### src/design/i2cseq_pkg.sv
// ----------------------------------------------------------------------------
// i2cseq_pkg
// shared types, codes and defaults of the i2c master transaction sequencer
// ----------------------------------------------------------------------------
package i2cseq_pkg;

	// default depths
	localparam int unsigned SEND_DEPTH_DEF    = 2;
	localparam int unsigned RECEIVE_DEPTH_DEF = 16;

	// configuration port
	localparam int unsigned CFG_INDEX_W = 3;
	localparam int unsigned CFG_DATA_W  = 8;

	localparam logic [CFG_INDEX_W-1:0] REG_ADDRESS_BYTE     = 3'd0;
	localparam logic [CFG_INDEX_W-1:0] REG_READ_MODE        = 3'd1;
	localparam logic [CFG_INDEX_W-1:0] REG_TRANSFER_LENGTH  = 3'd2;
	localparam logic [CFG_INDEX_W-1:0] REG_SEND_BYTE_FIRST  = 3'd3;
	localparam logic [CFG_INDEX_W-1:0] REG_SEND_BYTE_SECOND = 3'd4;

	// item opcodes
	localparam logic OP_BEGIN  = 1'b0;
	localparam logic OP_STATUS = 1'b1;

	// bus engine status codes, low three bits masked off
	localparam logic [7:0] STATUS_MASK      = 8'hF8;
	localparam logic [7:0] ST_START         = 8'h08;
	localparam logic [7:0] ST_REP_START     = 8'h10;
	localparam logic [7:0] ST_MT_ADDR_ACK   = 8'h18;
	localparam logic [7:0] ST_MT_DATA_ACK   = 8'h28;
	localparam logic [7:0] ST_MR_ADDR_ACK   = 8'h40;
	localparam logic [7:0] ST_MR_DATA_ACK   = 8'h50;
	localparam logic [7:0] ST_MR_DATA_NACK  = 8'h58;

	// largest receive position
	localparam logic [4:0] RX_POS_MAX = 5'd31;

	typedef enum logic [2:0] {
		CMD_NONE  = 3'd0,
		CMD_START = 3'd1,
		CMD_ACK   = 3'd2,
		CMD_NACK  = 3'd3,
		CMD_STOP  = 3'd4
	} cmd_t;

	typedef struct packed {
		logic [7:0] address_byte;
		logic       read_mode;
		logic [4:0] transfer_length;
		logic [7:0] send_byte_first;
		logic [7:0] send_byte_second;
	} cfg_t;

	typedef struct packed {
		logic       opcode;
		logic [7:0] bus_status;
		logic [7:0] rx_byte;
	} item_t;

	typedef struct packed {
		logic [2:0] bus_command;
		logic       tx_load;
		logic [7:0] tx_byte;
		logic       rx_valid;
		logic [3:0] rx_index;
		logic [7:0] rx_data;
		logic       busy_res;
		logic       error_valid;
		logic [7:0] error_status;
	} result_t;

endpackage

### src/design/i2cseq_if.sv
// ----------------------------------------------------------------------------
// i2cseq channel interfaces
// valid/ready channels for items, results and configuration writes
// ----------------------------------------------------------------------------
interface i2cseq_in_if;
	logic       valid;
	logic       ready;
	logic       opcode;
	logic [7:0] bus_status;
	logic [7:0] rx_byte;

	modport source (output valid, output opcode, output bus_status, output rx_byte,
		input ready);
	modport sink (input valid, input opcode, input bus_status, input rx_byte,
		output ready);
endinterface

interface i2cseq_out_if;
	logic       valid;
	logic       ready;
	logic [2:0] bus_command;
	logic       tx_load;
	logic [7:0] tx_byte;
	logic       rx_valid;
	logic [3:0] rx_index;
	logic [7:0] rx_data;
	logic       busy_res;
	logic       error_valid;
	logic [7:0] error_status;

	modport source (output valid, output bus_command, output tx_load, output tx_byte,
		output rx_valid, output rx_index, output rx_data, output busy_res,
		output error_valid, output error_status, input ready);
	modport sink (input valid, input bus_command, input tx_load, input tx_byte,
		input rx_valid, input rx_index, input rx_data, input busy_res,
		input error_valid, input error_status, output ready);
endinterface

interface i2cseq_cfg_if;
	logic                               valid;
	logic                               ready;
	logic [i2cseq_pkg::CFG_INDEX_W-1:0] index;
	logic [i2cseq_pkg::CFG_DATA_W-1:0]  data;

	modport source (output valid, output index, output data, input ready);
	modport sink (input valid, input index, input data, output ready);
endinterface

### src/design/i2cseq_step.sv
// ----------------------------------------------------------------------------
// i2cseq_step
// next command, result item and next state for one item
// ----------------------------------------------------------------------------
module i2cseq_step #(
	parameter int unsigned SEND_DEPTH    = i2cseq_pkg::SEND_DEPTH_DEF,
	parameter int unsigned RECEIVE_DEPTH = i2cseq_pkg::RECEIVE_DEPTH_DEF,
	parameter int unsigned SPOS_W        = $clog2(SEND_DEPTH + 1)
) (
	input  i2cseq_pkg::cfg_t    cfg,
	input  i2cseq_pkg::item_t   item,
	input  logic                busy,
	input  logic [SPOS_W-1:0]   send_pos,
	input  logic [4:0]          recv_pos,
	output i2cseq_pkg::result_t res,
	output logic                busy_nxt,
	output logic [SPOS_W-1:0]   send_pos_nxt,
	output logic [4:0]          recv_pos_nxt
);

	localparam logic [4:0] SEND_LIM = 5'(SEND_DEPTH);
	localparam logic [8:0] RECV_LIM = 9'(RECEIVE_DEPTH);

	logic [7:0] code;
	logic [4:0] send_cnt;
	logic [7:0] send_val;
	logic [4:0] recv_inc;
	logic       recv_room;
	logic       seen;

	assign code     = item.bus_status & i2cseq_pkg::STATUS_MASK;
	assign send_cnt = (cfg.transfer_length > SEND_LIM) ? SEND_LIM : cfg.transfer_length;
	assign recv_inc = (recv_pos < i2cseq_pkg::RX_POS_MAX) ? recv_pos + 5'd1 : recv_pos;
	assign recv_room = ({4'd0, recv_pos} < RECV_LIM);

	always_comb begin
		case (5'(send_pos))
			5'd0:    send_val = cfg.send_byte_first;
			5'd1:    send_val = cfg.send_byte_second;
			default: send_val = 8'd0;
		endcase
	end

	always_comb begin
		res          = '0;
		busy_nxt     = busy;
		send_pos_nxt = send_pos;
		recv_pos_nxt = recv_pos;
		seen         = 1'b0;
		if (item.opcode == i2cseq_pkg::OP_BEGIN) begin
			seen = 1'b1;
			if (!busy) begin
				busy_nxt        = 1'b1;
				send_pos_nxt    = '0;
				recv_pos_nxt    = '0;
				res.bus_command = i2cseq_pkg::CMD_START;
			end
		end else if (busy) begin
			seen = 1'b1;
			case (code)
				i2cseq_pkg::ST_START, i2cseq_pkg::ST_REP_START: begin
					res.tx_load     = 1'b1;
					res.tx_byte     = {cfg.address_byte[7:1],
						cfg.address_byte[0] | cfg.read_mode};
					res.bus_command = i2cseq_pkg::CMD_ACK;
				end
				i2cseq_pkg::ST_MT_ADDR_ACK, i2cseq_pkg::ST_MT_DATA_ACK: begin
					if (5'(send_pos) != send_cnt) begin
						res.tx_load     = 1'b1;
						res.tx_byte     = send_val;
						send_pos_nxt    = SPOS_W'(send_pos + 1'b1);
						res.bus_command = i2cseq_pkg::CMD_ACK;
					end else begin
						res.bus_command = i2cseq_pkg::CMD_STOP;
						busy_nxt        = 1'b0;
					end
				end
				i2cseq_pkg::ST_MR_DATA_NACK: begin
					if (recv_room) begin
						res.rx_valid = 1'b1;
						res.rx_index = recv_pos[3:0];
						res.rx_data  = item.rx_byte;
					end
					res.bus_command = i2cseq_pkg::CMD_STOP;
					busy_nxt        = 1'b0;
				end
				i2cseq_pkg::ST_MR_DATA_ACK: begin
					if (recv_room) begin
						res.rx_valid = 1'b1;
						res.rx_index = recv_pos[3:0];
						res.rx_data  = item.rx_byte;
					end
					recv_pos_nxt    = recv_inc;
					res.bus_command = ({1'b0, recv_inc} + 6'd1 < {1'b0, cfg.transfer_length})
						? i2cseq_pkg::CMD_ACK : i2cseq_pkg::CMD_NACK;
				end
				i2cseq_pkg::ST_MR_ADDR_ACK: begin
					res.bus_command = ({1'b0, recv_pos} + 6'd1 < {1'b0, cfg.transfer_length})
						? i2cseq_pkg::CMD_ACK : i2cseq_pkg::CMD_NACK;
				end
				default: begin
					res.error_valid  = 1'b1;
					res.error_status = code;
					res.bus_command  = i2cseq_pkg::CMD_STOP;
					busy_nxt         = 1'b0;
				end
			endcase
		end
		res.busy_res = seen & busy_nxt;
	end

endmodule

### src/design/i2c_master_transaction_sequencer_unit.sv
// ----------------------------------------------------------------------------
// i2c_master_transaction_sequencer_unit
// status driven sequencer for one i2c master read or write transaction
// ----------------------------------------------------------------------------
// usage:
//   in_ch carries items: a begin item (opcode 0) or a bus engine status event
//   (opcode 1) with the raw status byte and the received data byte.
//   out_ch returns exactly one result per item: the next bus command, a byte
//   to load into the engine data register, a delivered receive byte with its
//   index, the busy flag and an error report.
//   cfg_ch writes the five registers (address byte, read mode, transfer
//   length, two send bytes); it is always ready and should be written only
//   while no transaction is in flight. Unknown indexes are dropped.
// timing:
//   an item is held in the input register, its result is computed by the
//   step logic and lands in the output register; while out_ch.ready is high
//   a new item can be taken every cycle (1 item per cycle sustained).
// reset:
//   arst_n clears registers, the busy flag and both positions; no item is held.
// stall:
//   while out_ch.ready is low the result register holds, the input register
//   keeps its item and in_ch.ready drops once both are full.
// ----------------------------------------------------------------------------
module i2c_master_transaction_sequencer_unit #(
	parameter int unsigned SEND_DEPTH    = i2cseq_pkg::SEND_DEPTH_DEF,
	parameter int unsigned RECEIVE_DEPTH = i2cseq_pkg::RECEIVE_DEPTH_DEF
) (
	input  logic         clk,
	input  logic         arst_n,
	i2cseq_in_if.sink    in_ch,
	i2cseq_out_if.source out_ch,
	i2cseq_cfg_if.sink   cfg_ch
);

	localparam int unsigned SPOS_W = $clog2(SEND_DEPTH + 1);

	// configuration registers
	i2cseq_pkg::cfg_t cfg_q;

	// input register stage
	i2cseq_pkg::item_t item_s1;
	logic              valid_s1;

	// transaction state
	logic              busy_q;
	logic [SPOS_W-1:0] send_pos_q;
	logic [4:0]        recv_pos_q;

	// result register
	i2cseq_pkg::result_t res_q;
	logic                out_valid_q;

	// step outputs
	i2cseq_pkg::result_t res_d;
	logic                busy_d;
	logic [SPOS_W-1:0]   send_pos_d;
	logic [4:0]          recv_pos_d;

	logic in_take;
	logic adv_s1;

	// the staged item moves on when the result register is empty or drains now
	assign adv_s1       = valid_s1 & (~out_valid_q | out_ch.ready);
	assign in_ch.ready  = ~valid_s1 | adv_s1;
	assign in_take      = in_ch.valid & in_ch.ready;
	assign cfg_ch.ready = 1'b1;

	// configuration writes
	always_ff @(posedge clk or negedge arst_n) begin
		if (!arst_n) begin
			cfg_q <= '0;
		end else if (cfg_ch.valid) begin
			case (cfg_ch.index)
				i2cseq_pkg::REG_ADDRESS_BYTE:     cfg_q.address_byte     <= cfg_ch.data;
				i2cseq_pkg::REG_READ_MODE:        cfg_q.read_mode        <= cfg_ch.data[0];
				i2cseq_pkg::REG_TRANSFER_LENGTH:  cfg_q.transfer_length  <= cfg_ch.data[4:0];
				i2cseq_pkg::REG_SEND_BYTE_FIRST:  cfg_q.send_byte_first  <= cfg_ch.data;
				i2cseq_pkg::REG_SEND_BYTE_SECOND: cfg_q.send_byte_second <= cfg_ch.data;
				default: ;
			endcase
		end
	end

	// input register: control
	always_ff @(posedge clk or negedge arst_n) begin
		if (!arst_n) begin
			valid_s1 <= 1'b0;
		end else if (in_take) begin
			valid_s1 <= 1'b1;
		end else if (adv_s1) begin
			valid_s1 <= 1'b0;
		end
	end

	// input register: payload
	always_ff @(posedge clk) begin
		if (in_take) begin
			item_s1 <= '{opcode: in_ch.opcode, bus_status: in_ch.bus_status,
				rx_byte: in_ch.rx_byte};
		end
	end

	// per item decision logic
	i2cseq_step #(
		.SEND_DEPTH    (SEND_DEPTH),
		.RECEIVE_DEPTH (RECEIVE_DEPTH),
		.SPOS_W        (SPOS_W)
	) u_step (
		.cfg          (cfg_q),
		.item         (item_s1),
		.busy         (busy_q),
		.send_pos     (send_pos_q),
		.recv_pos     (recv_pos_q),
		.res          (res_d),
		.busy_nxt     (busy_d),
		.send_pos_nxt (send_pos_d),
		.recv_pos_nxt (recv_pos_d)
	);

	// state commits when the item moves into the result register
	always_ff @(posedge clk or negedge arst_n) begin
		if (!arst_n) begin
			busy_q     <= 1'b0;
			send_pos_q <= '0;
			recv_pos_q <= '0;
		end else if (adv_s1) begin
			busy_q     <= busy_d;
			send_pos_q <= send_pos_d;
			recv_pos_q <= recv_pos_d;
		end
	end

	// result register: control
	always_ff @(posedge clk or negedge arst_n) begin
		if (!arst_n) begin
			out_valid_q <= 1'b0;
		end else if (adv_s1) begin
			out_valid_q <= 1'b1;
		end else if (out_ch.ready) begin
			out_valid_q <= 1'b0;
		end
	end

	// result register: payload
	always_ff @(posedge clk) begin
		if (adv_s1) begin
			res_q <= res_d;
		end
	end

	assign out_ch.valid        = out_valid_q;
	assign out_ch.bus_command  = res_q.bus_command;
	assign out_ch.tx_load      = res_q.tx_load;
	assign out_ch.tx_byte      = res_q.tx_byte;
	assign out_ch.rx_valid     = res_q.rx_valid;
	assign out_ch.rx_index     = res_q.rx_index;
	assign out_ch.rx_data      = res_q.rx_data;
	assign out_ch.busy_res     = res_q.busy_res;
	assign out_ch.error_valid  = res_q.error_valid;
	assign out_ch.error_status = res_q.error_status;

endmodule

### src/flat_wrapper.sv
// flat-port wrapper written by rule: the top's interface ports become plain ports
module i2c_master_transaction_sequencer_unit_flat 
#(
	parameter int unsigned SEND_DEPTH    = i2cseq_pkg::SEND_DEPTH_DEF,
	parameter int unsigned RECEIVE_DEPTH = i2cseq_pkg::RECEIVE_DEPTH_DEF
)
  (clk, arst_n, in_ch_valid, in_ch_opcode, in_ch_bus_status, in_ch_rx_byte, in_ch_ready, out_ch_valid, out_ch_bus_command, out_ch_tx_load, out_ch_tx_byte, out_ch_rx_valid, out_ch_rx_index, out_ch_rx_data, out_ch_busy_res, out_ch_error_valid, out_ch_error_status, out_ch_ready, cfg_ch_valid, cfg_ch_index, cfg_ch_data, cfg_ch_ready);
  i2cseq_in_if in_ch_i ();
  i2cseq_out_if out_ch_i ();
  i2cseq_cfg_if cfg_ch_i ();
  input  logic clk;
  input  logic arst_n;
  input wire logic [$bits(in_ch_i.valid)-1:0] in_ch_valid;
  input wire logic [$bits(in_ch_i.opcode)-1:0] in_ch_opcode;
  input wire logic [$bits(in_ch_i.bus_status)-1:0] in_ch_bus_status;
  input wire logic [$bits(in_ch_i.rx_byte)-1:0] in_ch_rx_byte;
  output wire logic [$bits(in_ch_i.ready)-1:0] in_ch_ready;
  output wire logic [$bits(out_ch_i.valid)-1:0] out_ch_valid;
  output wire logic [$bits(out_ch_i.bus_command)-1:0] out_ch_bus_command;
  output wire logic [$bits(out_ch_i.tx_load)-1:0] out_ch_tx_load;
  output wire logic [$bits(out_ch_i.tx_byte)-1:0] out_ch_tx_byte;
  output wire logic [$bits(out_ch_i.rx_valid)-1:0] out_ch_rx_valid;
  output wire logic [$bits(out_ch_i.rx_index)-1:0] out_ch_rx_index;
  output wire logic [$bits(out_ch_i.rx_data)-1:0] out_ch_rx_data;
  output wire logic [$bits(out_ch_i.busy_res)-1:0] out_ch_busy_res;
  output wire logic [$bits(out_ch_i.error_valid)-1:0] out_ch_error_valid;
  output wire logic [$bits(out_ch_i.error_status)-1:0] out_ch_error_status;
  input wire logic [$bits(out_ch_i.ready)-1:0] out_ch_ready;
  input wire logic [$bits(cfg_ch_i.valid)-1:0] cfg_ch_valid;
  input wire logic [$bits(cfg_ch_i.index)-1:0] cfg_ch_index;
  input wire logic [$bits(cfg_ch_i.data)-1:0] cfg_ch_data;
  output wire logic [$bits(cfg_ch_i.ready)-1:0] cfg_ch_ready;
  assign in_ch_i.valid = in_ch_valid;
  assign in_ch_i.opcode = in_ch_opcode;
  assign in_ch_i.bus_status = in_ch_bus_status;
  assign in_ch_i.rx_byte = in_ch_rx_byte;
  assign in_ch_ready = in_ch_i.ready;
  assign out_ch_valid = out_ch_i.valid;
  assign out_ch_bus_command = out_ch_i.bus_command;
  assign out_ch_tx_load = out_ch_i.tx_load;
  assign out_ch_tx_byte = out_ch_i.tx_byte;
  assign out_ch_rx_valid = out_ch_i.rx_valid;
  assign out_ch_rx_index = out_ch_i.rx_index;
  assign out_ch_rx_data = out_ch_i.rx_data;
  assign out_ch_busy_res = out_ch_i.busy_res;
  assign out_ch_error_valid = out_ch_i.error_valid;
  assign out_ch_error_status = out_ch_i.error_status;
  assign out_ch_i.ready = out_ch_ready;
  assign cfg_ch_i.valid = cfg_ch_valid;
  assign cfg_ch_i.index = cfg_ch_index;
  assign cfg_ch_i.data = cfg_ch_data;
  assign cfg_ch_ready = cfg_ch_i.ready;
  i2c_master_transaction_sequencer_unit #(.SEND_DEPTH(SEND_DEPTH), .RECEIVE_DEPTH(RECEIVE_DEPTH)) u_core (.clk(clk), .arst_n(arst_n), .in_ch(in_ch_i), .out_ch(out_ch_i), .cfg_ch(cfg_ch_i));
endmodule
### config.mk
export PLATFORM = sky130hd
export DESIGN_NAME = i2c_master_transaction_sequencer_unit_flat
export DESIGN_NICKNAME = d
export VERILOG_FILES = /design/src/design/i2cseq_pkg.sv /design/src/design/i2cseq_if.sv /design/src/design/i2cseq_step.sv /design/src/design/i2c_master_transaction_sequencer_unit.sv /design/src/flat_wrapper.sv
export SDC_FILE = /design/constraint.sdc
export NUM_CORES = 1
export LEC_CHECK = 0
export BUFFER_PORTS_ARGS = -buffer_cell sky130_fd_sc_hd__buf_2
export CORE_MARGIN = 2
export CORE_UTILIZATION = 40
export DETAILED_ROUTE_END_ITERATION = 7
export GPL_TIMING_DRIVEN = 0
export SETUP_SLACK_MARGIN = 0.3
export SLEW_MARGIN = 20
export SYNTH_ARGS = -nofsm -noshare
export SYNTH_HDL_FRONTEND = slang
export SYNTH_HIERARCHICAL = 1
export SYNTH_SLANG_ARGS = --single-unit
### constraint.sdc
create_clock -name clk -period 3.9 [get_ports clk]
set_input_delay 0.78 -clock clk [delete_from_list [all_inputs] [get_ports clk]]
set_output_delay 0.78 -clock clk [all_outputs]
set_load 0.02 [all_outputs]
==> metrics, run 1 <==
status complete, no violations; Row Count 37; Reg-to-Reg Start u_core/recv_pos_q[1]$_DFFE_PN0P_; Cells after DPL 535; R2R Path End u_core/out_ch.bus_command[0]$_DFFE_PP_; Initial Util 41.5%; total power 2.15 mW; hold buffer count at cts 0; worst slew pin tran 0.913 ns; hpwl dp about 6000 um; Final Hold Fails 0; CP max stage delay around 0.5 ns; largest net degree at the start of global routing 41; Layout Cells excl Fill ~550; CTS sink count 89; crit path from u_core/recv_pos_q[1]$_DFFE_PN0P_; port bufs 66; Final WS setup 1.05 ns; Crit Path Class flop to flop; dpl cell area 4810 um2; First DRT Iteration DRCs 99; Ports 71; Detailed Route WL 8590 um; Lkg Pwr roughly 2.1 nW; # H-tree levels 3; vias per std cell approximately 5; crit path launch type flop; via count 2817; Die W 108 um; design area 4990 um2; PostCTS Resize Cnt 0; most common cell type on the critical path ha_1; hold depth 1; Required @ worst endpoint 4.09 ns; vias in the first global route 2727; cell class contributing the biggest share of worst-path delay compound AO/OA/AOI/OAI gates; Hold Crit Class flop to flop; Worst path depth 10; Comb pwr share 17.3%; Arrival @ worst endpoint 3.04 ns; Netlist Area Pre-Place 4310 um2; DRT Pass-1 Iters 4; Antenna Nets Post-Route 0; Avg Inst Size Synth 13.0 um2; clk root buf clkbuf_8; Bufs on Longest Clock Path 2; Clock power frac between 20 and 30%; Final nets 455; Mapped Cells 331; Setup crit end kind flop; Slowest cell on crit path a211oi_1; Final Critical Period between 2 and 3 ns; worst-path cell chain ha_1, buf_2, and3_1, a211oi_1, o211ai_1, o311ai_1, ha_1, o21ai_0, a31o_2, a32oi_1; PD cells 431 nW/um2; Switching Fraction between 20% and 30%; CP bufs+invs 1; P_int roughly 1.6 mW; total of max-cap violations 0; Setup TNS 0 ns; worst rel slew slack 39.1%; overflow left after global routing 0; CTS tree yes; Clk Latency, worst-skew pair 0.36 ns; Crit Path Max Fanout 9; synth warn 6; fmax 0.351 GHz; Post-CTS Setup Inserts 0; Antenna Diode Count 0; synthesis-to-finish area growth 16.0%; worst-case reg-to-reg path depth 10; Die H 108 um; sequential group share of total power 54.6%; antenna violations before repair 0; pre-CTS setup slack approximately 1.1 ns; gr usage total 16.0%; die area 11600 um2; ratio of cells with drive above 1 in the final layout 33.7%; first-pass GRT wire length 13800 um; setup slack, reg-to-reg 1.05 ns; DRC 0; period utilization 73.0%; VDD IR-drop max 0.000187 V; routed len/inst 15.6 um; GPL Wtd Cong roughly 0.83; RSZ-0062 raised after global routing false; skew final 0.0122 ns; Final Setup Violations 0; Psw 580 uW; CTS Buf Count 9; crit path capture u_core/out_ch.bus_command[0]$_DFFE_PP_; Slew Limit Fails 0; core area about 10000 um2; Worst-path clk slew 0.09 ns
-- area by class of cell --
class / count / area [um2]
inverter: 19 / 71.3
multi-input combinational: 207 / 1670
fill: 978 / 5380
timing repair buffer: 66 / 330
clock inverter: 4 / 46.3
buffer: 18 / 98.8
tap: 136 / 170
clock buffer: 12 / 135
sequential: 89 / 2470
-- state kept, by name (all words and copies together), names as in the netlist --
signal,count
u_core/out_ch.bus_command,3
u_core/valid_s1,1
u_core/out_ch.error_valid,1
u_core/busy_q,1
u_core/cfg_q,30
u_core/out_ch.tx_load,1
u_core/recv_pos_q,5
u_core/out_ch.rx_valid,1
u_core/out_ch.rx_data,8
u_core/out_ch.error_status,8
u_core/out_ch.tx_byte,8
u_core/out_ch.busy_res,1
u_core/out_ch.rx_index,4
u_core/send_pos_q,2
u_core/out_ch.valid,1
u_core/item_s1,14
-- worst min path at each step --
stage | from | end
after global placement | u_core/valid_s1$_DFFE_PN0P_ | u_core/out_ch.valid$_DFFE_PN0P_
after detailed placement | u_core/valid_s1$_DFFE_PN0P_ | u_core/out_ch.valid$_DFFE_PN0P_
after global routing | u_core/valid_s1$_DFFE_PN0P_ | u_core/out_ch.valid$_DFFE_PN0P_
after floorplan | u_core/valid_s1$_DFFE_PN0P_ | u_core/out_ch.valid$_DFFE_PN0P_
final | u_core/valid_s1$_DFFE_PN0P_ | u_core/out_ch.valid$_DFFE_PN0P_
after CTS | u_core/valid_s1$_DFFE_PN0P_ | u_core/out_ch.valid$_DFFE_PN0P_
-- layout by cell type (no fill, tap or decap), types with 9 or more instances in the layout --
cell	count
buf_2	73
edfxtp_1	49
dfrtp_1	40
mux2_2	38
and2_1	22
inv_1	18
ha_1	12
nand2_1	10
clkbuf_8	9
nor2_1	9
-- metrics by stage --
| stage | util, % | hold WS [ns] |
|---|---|---|
| after floorplan | - | 0.457 |
| after global placement | 46.4 | 0.472 |
| after detailed placement | 46.4 | 0.482 |
| after CTS | 48.2 | 0.499 |
| after global routing | 48.2 | 0.526 |
| final | 48.2 | 0.501 |
-- worst reg2reg max path, stage by stage, from the launching register on --
cell and delay (ns):
dfrtp_1 0.48, ha_1 0.24, buf_2 0.18, and3_1 0.21, a211oi_1 0.50, o211ai_1 0.19
o311ai_1 0.12, ha_1 0.23, o21ai_0 0.09, a31o_2 0.22, a32oi_1 0.23
-- power by group through the flow --
stage               Combinational (mW)  Sequential, mW  Clock, mW
floorplan                        0.230            1.22          0
global placement                 0.368            1.19          0
detailed placement               0.374            1.20          0
CTS                              0.375            1.18      0.632
global route                     0.416            1.19      0.666
finish                           0.372            1.18      0.604
-- per-layer routing --
metal  global-route usage [%]  vias to the layer above  share of wire [%]
met1                     21.7                     1378                 48
met5                        0                        -                  0
met2                     24.4                       62                 47
li1                         -                     1375                  -
met3                     5.02                        2                4.8
met4                     5.04                        0               0.64
Note: power is estimated with default switching activity, not from simulation.
==> inputs of run 2 (changes only) <==
--- a/config.mk
+++ b/config.mk
@@ -5,6 +5,7 @@
 export SDC_FILE = /design/constraint.sdc
 export NUM_CORES = 1
 export LEC_CHECK = 0
+export ABC_AREA = 1
 export BUFFER_PORTS_ARGS = -buffer_cell sky130_fd_sc_hd__buf_2
 export CORE_MARGIN = 2
 export CORE_UTILIZATION = 40
==> constraint.sdc (replaced) <==
create_clock -name clk -period 2.6 [get_ports clk]
set_input_delay 0.52 -clock clk [delete_from_list [all_inputs] [get_ports clk]]
set_output_delay 0.52 -clock clk [all_outputs]
set_load 0.02 [all_outputs]
==> run 2 against run 1 <==
  * Power increased by 57%
  * Die area up 0.31%
  * Worst hold slack worse by 0.20 ns
  * Area after synthesis is 0.32% higher
  * Sequential cell count unchanged
  * Wire length rose by 8.7%
  * Sequential power is 53% higher
  * Final cell count increased by 27%
  * Worst setup slack worse by 0.70 ns
  * Final area up 3.8%
  * Fmax increased by 27%
  * First-iteration DRC count increased by 120%
  * Largest cell class unchanged
==> metrics, run 2 <==
overflow left after global routing 0 (unchanged); routed len/inst 13.4 um (-14%); Die W 108 um (+0.15%); Crit Path Max Fanout 3 (-6); top flop regs u_core/cfg_q: 30 flops, u_core/item_s1: 14 flops; Row Count 37 (unchanged); Final Hold Fails 0 (unchanged); VDD IR-drop max 0.000335 V (+79%); Bufs on Longest Clock Path 2 (unchanged); gr usage total 16.9% (+0.93 points); CTS sink count 89 (unchanged); largest net degree at the start of global routing 41 (unchanged); core area 10400 um2 (+0.45%); Die H 108 um (+0.15%); worst slew pin tran 0.928 ns (+0.0154 ns); vias in the first global route 3182 (+17%); vias per std cell 4.92 (-3.8%); CTS tree yes; Arrival @ worst endpoint 2.36 ns (-0.68 ns); # H-tree levels 3 (unchanged); Reg-to-Reg Start u_core/recv_pos_q[2]$_DFFE_PN0P_; Final Critical Period 2.25 ns (-0.599 ns); RSZ-0062 raised after global routing true; die area 11600 um2 (+0.31%); number of flip-flops under the largest register name 30 (unchanged); Lkg Pwr 2.53 nW (+19%); synthesis-to-finish area growth 20.0%; antenna violations before repair 0 (unchanged); Detailed Route WL 9340 um (+8.7%); Ports 71 (unchanged); Layout fillers 1005 (+2.8%); total of max-cap violations 0 (unchanged); ratio of cells with drive above 1 in the final layout 27.7% (-6.0 points); Setup TNS 0 ns (unchanged); Clk Latency, worst-skew pair 0.35 ns (about the same); status complete, no violations; Initial Util 41.5% (-0.052 points); Slew Limit Fails 0 (unchanged); worst rel slew slack 38.1% (-1.0 points); hpwl dp 6500 um (+7.1%); DRC 0 (unchanged); largest register by flop count u_core/cfg_q; hold buffer count at cts 0 (unchanged); Mapped Cells 469 (+42%); Hold Crit Class input port to async pin; via count 3439 (+22%); Antenna Nets Post-Route 0 (unchanged); port bufs 66 (unchanged); Required @ worst endpoint 2.71 ns (-1.38 ns); commonest non-fill, non-tap cell in the layout nand2_1; Final nets 603 (+33%); skew final 0.00816 ns (-0.00409 ns); first-pass GRT wire length 15100 um (+9.2%); clk root buf clkbuf_8; Antenna Diode Count 0 (unchanged); Crit Path Class flop to flop; CTS Buf Count 9 (unchanged); Avg Inst Size Synth 9.21 um2 (-29%); Worst-path clk slew 0.09 ns (about the same); crit path from u_core/recv_pos_q[2]$_DFFE_PN0P_; synth warn 6 (unchanged); period utilization 86.5% (+13 points); commonest cells after routing, fill and taps aside nand2_1 (149), buf_2 (69), nand3_1 (51); Final Setup Violations 0 (unchanged); DRT Pass-1 Iters 5 (+1); fmax 0.445 GHz (+27%); First DRT Iteration DRCs 220 (+120%); total power 3.38 mW (+57%); GPL Wtd Cong 0.891 (+7.5%); crit path launch type flop; Netlist Area Pre-Place 4320 um2 (+0.32%); Final Util 49.8% (+1.6 points); Setup crit end kind flop; PD cells 652 nW/um2 (+51%)
-- run 2: through the flow --
stage / instances / instance area, um2 / hold WS [ns] / setup WS (ns)
floorplan: 471 / 4330 / 0.224 / 0.449
global placement: 673 / 4830 / 0.450 / 0.0395
detailed placement: 673 / 4830 / 0.459 / 0.224
CTS: 691 / 5030 / 0.310 / 0.308
global route: 699 / 5180 / 0.301 / 0.215
finish: 699 / 5180 / 0.297 / 0.351
-- run 2: final timing paths --
check,endpoint,slack [ns],depth (start not counted)
max in group asynchronous,u_core/recv_pos_q[2]$_DFFE_PN0P_,1.66,1
setup reg to reg,u_core/out_ch.bus_command[0]$_DFFE_PP_,0.35,18
min in group clk,u_core/item_s1[5]$_DFFE_PP_,0.34,1
hold reg to reg,u_core/cfg_q[29]$_DFFE_PN0P_,0.48,2
setup / recovery,u_core/out_ch.bus_command[0]$_DFFE_PP_,0.35,18
hold / removal,u_core/cfg_q[16]$_DFFE_PN0P_,0.30,1
-- run 2: area by class of cell --
cell class / count / area (um2) / area share (%)
sequential: 89 / 2480 / 47.8
multi-input combinational: 317 / 1670 / 32.2
timing repair buffer: 76 / 409 / 7.89
inverter: 52 / 198 / 3.81
tap: 136 / 170 / 3.28
clock buffer: 13 / 160 / 3.09
buffer: 13 / 82.6 / 1.59
clock inverter: 3 / 17.5 / 0.338
-- run 2: routing by layer --
layer | track usage, % | routed length, um
met1 | 24.0 | 4600
met2 | 25.5 | 4140
met3 | 3.57 | 481
met4 | 6.23 | 114
met5 | 0 | 0
-- run 2: report_power, final --
group | internal, mW | switching (mW) | total [mW]
Clock | 0.404 | 0.467 | 0.871
Sequential | 1.70 | 0.0983 | 1.80
Combinational | 0.239 | 0.473 | 0.712
-- run 2: what timing repair did --
item	in CTS	in global routing
cloned	0	0
setup endpoints to repair	1	1
gates resized for setup	3	29
pin swaps	0	18
buffers inserted	2	8
-- run 2: worst max-delay path: stages (launching register included) --
cell and delay (ns):
dfrtp_2 0.45, ha_4 0.19, nand2_4 0.09, inv_4 0.04, nand2_4 0.09, nand2_4 0.06, nand2_2 0.08, nor2_2 0.04
a21oi_2 0.14, nor2_2 0.06, ha_1 0.32, nand2_1 0.08, inv_1 0.04, nand2_1 0.06, nand2_2 0.05, nand2_2 0.04
nand2_1 0.04, nand2_1 0.08, nand2_1 0.05
